--- config.mk ---
export PLATFORM = sky130hd
export DESIGN_NAME = itoa_dabble
export DESIGN_NICKNAME = d
export VERILOG_FILES = /design/src/hdl/itoa_pkg.sv /design/src/hdl/itoa_dabble.sv
export SDC_FILE = /design/constraint.sdc
export NUM_CORES = 1
export LEC_CHECK = 0
export BUFFER_PORTS_ARGS = -buffer_cell sky130_fd_sc_hd__buf_2
export CAP_MARGIN = 5
export CELL_PAD_IN_SITES_DETAIL_PLACEMENT = 1
export CELL_PAD_IN_SITES_GLOBAL_PLACEMENT = 1
export CORE_MARGIN = 2
export CORE_UTILIZATION = 42
export DETAILED_ROUTE_END_ITERATION = 8
export HOLD_SLACK_MARGIN = 0.06
export PLACE_DENSITY = 0.87
export SYNTH_ARGS = -nofsm -noshare
export SYNTH_HDL_FRONTEND = slang
export SYNTH_SLANG_ARGS = --single-unit
--- constraint.sdc ---
create_clock -name clock -period 1.8 [get_ports clock]
set_input_delay 0.36 -clock clock [delete_from_list [all_inputs] [get_ports clock]]
set_output_delay 0.36 -clock clock [all_outputs]
set_load 0.01 [all_outputs]
--- src/hdl/itoa_pkg.sv ---
// Package for the integer to decimal ASCII converter.
// Holds character codes, widths and the conversion unit control type.
// No dependencies.
`timescale 1ns / 1ps

package itoa_pkg;

   localparam int DEFAULT_VALUE_WIDTH = 32;
   localparam int CHAR_W              = 8;
   localparam int BCD_W               = 4;

   localparam logic [CHAR_W-1:0] CH_ZERO  = 8'h30;
   localparam logic [CHAR_W-1:0] CH_MINUS = 8'h2D;

   // Control word from the sequencer to the shift/add-3 unit
   typedef struct packed {
      logic load;   // take a new magnitude, clear the digits
      logic shift;  // one correction and shift step
   } dab_ctrl_type;

endpackage

--- src/hdl/itoa_dabble.sv ---
// Shift and add-3 binary to BCD unit, one magnitude bit per step.
// Driven by the sequencer in int_to_decimal_ascii. Depends on itoa_pkg.
`timescale 1ns / 1ps

module itoa_dabble import itoa_pkg::*; #(
   parameter int VALUE_WIDTH = DEFAULT_VALUE_WIDTH,
   parameter int NUM_DIGITS  = 10
) (
   input  logic                          clock,
   input  dab_ctrl_type                  ctrl,
   input  logic [VALUE_WIDTH-1:0]        mag,
   output logic [NUM_DIGITS*BCD_W-1:0]   bcd
);

   logic [VALUE_WIDTH-1:0]        bin_ff, bin_in;
   logic [NUM_DIGITS*BCD_W-1:0]   bcd_ff, bcd_in;
   logic [NUM_DIGITS*BCD_W-1:0]   adj;

   // Correct every digit of five or more before the shift
   always_comb begin
      for (int i = 0; i < NUM_DIGITS; i++) begin
         if (bcd_ff[i*BCD_W +: BCD_W] >= 4'd5) begin
            adj[i*BCD_W +: BCD_W] = bcd_ff[i*BCD_W +: BCD_W] + 4'd3;
         end else begin
            adj[i*BCD_W +: BCD_W] = bcd_ff[i*BCD_W +: BCD_W];
         end
      end
   end

   // Load a new magnitude or shift the top binary bit into the digits
   always_comb begin
      bin_in = bin_ff;
      bcd_in = bcd_ff;
      if (ctrl.load) begin
         bin_in = mag;
         bcd_in = '0;
      end else if (ctrl.shift) begin
         bin_in = {bin_ff[VALUE_WIDTH-2:0], 1'b0};
         bcd_in = {adj[NUM_DIGITS*BCD_W-2:0], bin_ff[VALUE_WIDTH-1]};
      end
   end

   always_ff @(posedge clock) begin
      bin_ff <= bin_in;
      bcd_ff <= bcd_in;
   end

   assign bcd = bcd_ff;

endmodule

==> summary.txt <==
CTS
  – Max Root-Sink Buffers: 2
  – Clk slew on worst S/H paths: 0.07 ns
  – Number of CTS-inserted buffers: 9
  – Post-CTS Hold Buffers: 0
  – CTS tree: done
  – H-tree depth: 3
  – Later-pin clock latency in the skew report: 0.34 ns
  – Total clock sinks: 72
  – Clock Root Buffer: clkbuf_8

Worst setup path
  – Crit path max fanout: 6
  – Critical path required time: 2.04 ns
  – Crit end category: register
  – Arrival time worst endpoint: 1.90 ns
  – Startpoint types: register
  – Reg2reg setup slack: 0.15 ns
  – Critical path class: register to register

Hold path
  – Worst hold path class: primary input to register

Synthesis
  – Cell area after synthesis: 3790 sq um
  – Post-synthesis adder-cell area fraction: 0.0661
  – Ys async rst share: 0
  – Yosys cell types: 36
  – Syn_area_per_cell: 10.1 sq um
  – Post-synthesis sequential area ratio: 0.465
  – Synth top area cells: edfxtp_1 25%, dfxtp_1 21%, mux2_2 9.2%
  – Post-synthesis xor/xnor area fraction: 0.00231
  – Simple-gate share of the synthesized area: 0.121
  – Top FF cell, synth: dfxtp_1
  – YS warnings: 0
  – Largest family of logic cells by synthesized area: compound AO/OA/AOI/OAI gates
  – Synthesized net count: 429
  – Top-count cell post-synth: dfxtp_1
  – Top-area cell type share of the netlist area: 0.254
  – Commonest cells in the netlist: 40 x dfxtp_1, 33 x inv_1, 32 x edfxtp_1
  – Post-synth EDFFs: 32
  – Mux cell area share after synthesis: 0.0948
  – Largest area contributor in the netlist: edfxtp_1
  – Synth Register Bits: 72
  – Syn Inst Count: 374
  – Compound-Gate Fraction of Synth Area: 0.194

STA
  – Slew HR: 0.477
  – Slew @ Worst Pin: 0.785 ns
  – Final Skew: 0.00618 ns
  – Setup TNS: 0 ns
  – Final min period: 1.65 ns
  – Final max-slew violation count: 0
  – RSZ-0062 raised after global routing: false
  – Hold violation count in the final report: 0
  – Final Setup Violations: 0
  – Fin crit share: 0.919
  – Max Freq: 605 MHz

Power
  – Static Leakage: 1.74 nW
  – P per Cell Area: 873 nW/um^2
  – VDD IR max: 0.000447 V

Place
  – GPL Wtd Cong: 0.833
  – Buffers on Ports: 74
  – DP Wirelength: 7290 um

Final layout
  – Synth-to-layout area growth: 18.7%
  – Core Util, Final: 0.516
  – Final nets: 504
  – Layout cells sized above 1: 0.324
  – Antenna Cells: 0

Global route
  – Initial antenna violation count: 0
  – Vias in the first global route: 3365
  – Largest net degree at the start of global routing: 77
  – Total GRT Usage: 0.216
  – First-pass GRT wire length: 16800 um
  – GRT overflow: 0

Floorplanning
  – I/O pin cnt: 75
  – Die height: 99.0 um
  – DIE AREA: 9800 sq um
  – Core area: 8720 sq um
  – Initial Util: 0.434
  – Row cnt: 34
  – Die X: 99.0 um

Route
  – Avg Vias per Cell: 5.73
  – Routed len/inst: 18.6 um
  – # DRC: 0
  – DRT antenna net count: 0
  – Initial DRT Pass Iterations: 4
  – Wirelength, routed: 10400 um
  – 1st-iter DRT viols: 154
  – DR vias: 3222

Flow run
  – MaxCap Viol Count: 0

Run status
  – Outcome: complete, no violations
-- cell usage in the layout, fill, tap and decap left out, types with 7 or more instances in the layout --
cell and instances:
a21oi_1 31, buf_2 74, clkbuf_8 9, dfxtp_1 38, edfxtp_1 32, ha_1 20
inv_1 33, mux2_2 31, nand2_1 22, nand3_1 10, nand4_1 7, nor2_1 17
nor3_1 9, o21ai_0 23, o21ai_1 12, o22ai_1 7, o32ai_1 8
-- state kept, by name (all words and copies together) (netlist names) --
name	count
bcd	40
bin_ff	32
-- critical path, stage by stage (launching register included) --
cell      delay, ns
dfxtp_1        0.45
inv_1          0.09
ha_1           0.25
inv_1          0.07
o21ai_1        0.10
or3_1          0.34
a311oi_2       0.26
-- routing by layer --
metal	GRT usage	part of all wire	vias up
met3	0.0333	0.031	21
met2	0.397	0.54	73
met4	0.0991	0.026	0
met1	0.244	0.40	1603
li1	-	-	1525
met5	0	0	-
-- power breakdown --
group | switching (W) | internal, W
Sequential | 0.000102 | 0.00185
Combinational | 0.000326 | 0.000265
Clock | 0.000606 | 0.000775
-- final cells by class --
cell class	count	area [sq um]
repair buffers	82	455
clock buffers	10	128
well taps	108	135
multi-input cells	251	1810
fillers	999	4220
inverters	33	124
flip-flops and latches	72	1760
clock inverters	6	83.8
-- final timing paths --
kind                   start         to  cells past startpoint
setup / recovery      bcd[8]    bcd[12]                      6
hold / removal        mag[0]  bin_ff[0]                      2
hold reg to reg   bin_ff[31]     bcd[0]                      2
setup reg to reg      bcd[8]    bcd[12]                      6
-- cells by family (layout without fill, tap and decap cells) --
kind of cell | after synthesis | in the layout
mux | 32 | 32
flops | 72 | 72
buf+inv | 51 | 131
compound gates | 109 | 109
fa+ha+maj | 20 | 20
xor+xnor | 1 | 1
simple gates | 89 | 89
-- metrics by stage --
| step | worst slack, ns | instance area [sq um] | std cells | hold slack (ns) | power (W) |
|---|---|---|---|---|---|
| 2_1_floorplan | 0.152 | 3790 | 374 | 0.456 | 0.00234 |
| 3_3_place_gp | 0.246 | 4280 | 546 | 0.473 | 0.00251 |
| 3_5_place_dp | 0.146 | 4280 | 546 | 0.487 | 0.00257 |
| 4_1_cts | 0.120 | 4500 | 562 | 0.296 | 0.00396 |
| 5_1_grt | 0.0125 | 4500 | 562 | 0.291 | 0.00410 |
| 6_report | 0.146 | 4500 | 562 | 0.308 | 0.00393 |
-- what timing repair did --
action | in CTS | in global routing
gates resized for setup | 0 | 2
hold endpoints to repair | 0 | 0
buffers inserted | 0 | 0
endpoints found under the setup margin | 0 | 2
Note: power is estimated with default switching activity, not from simulation.
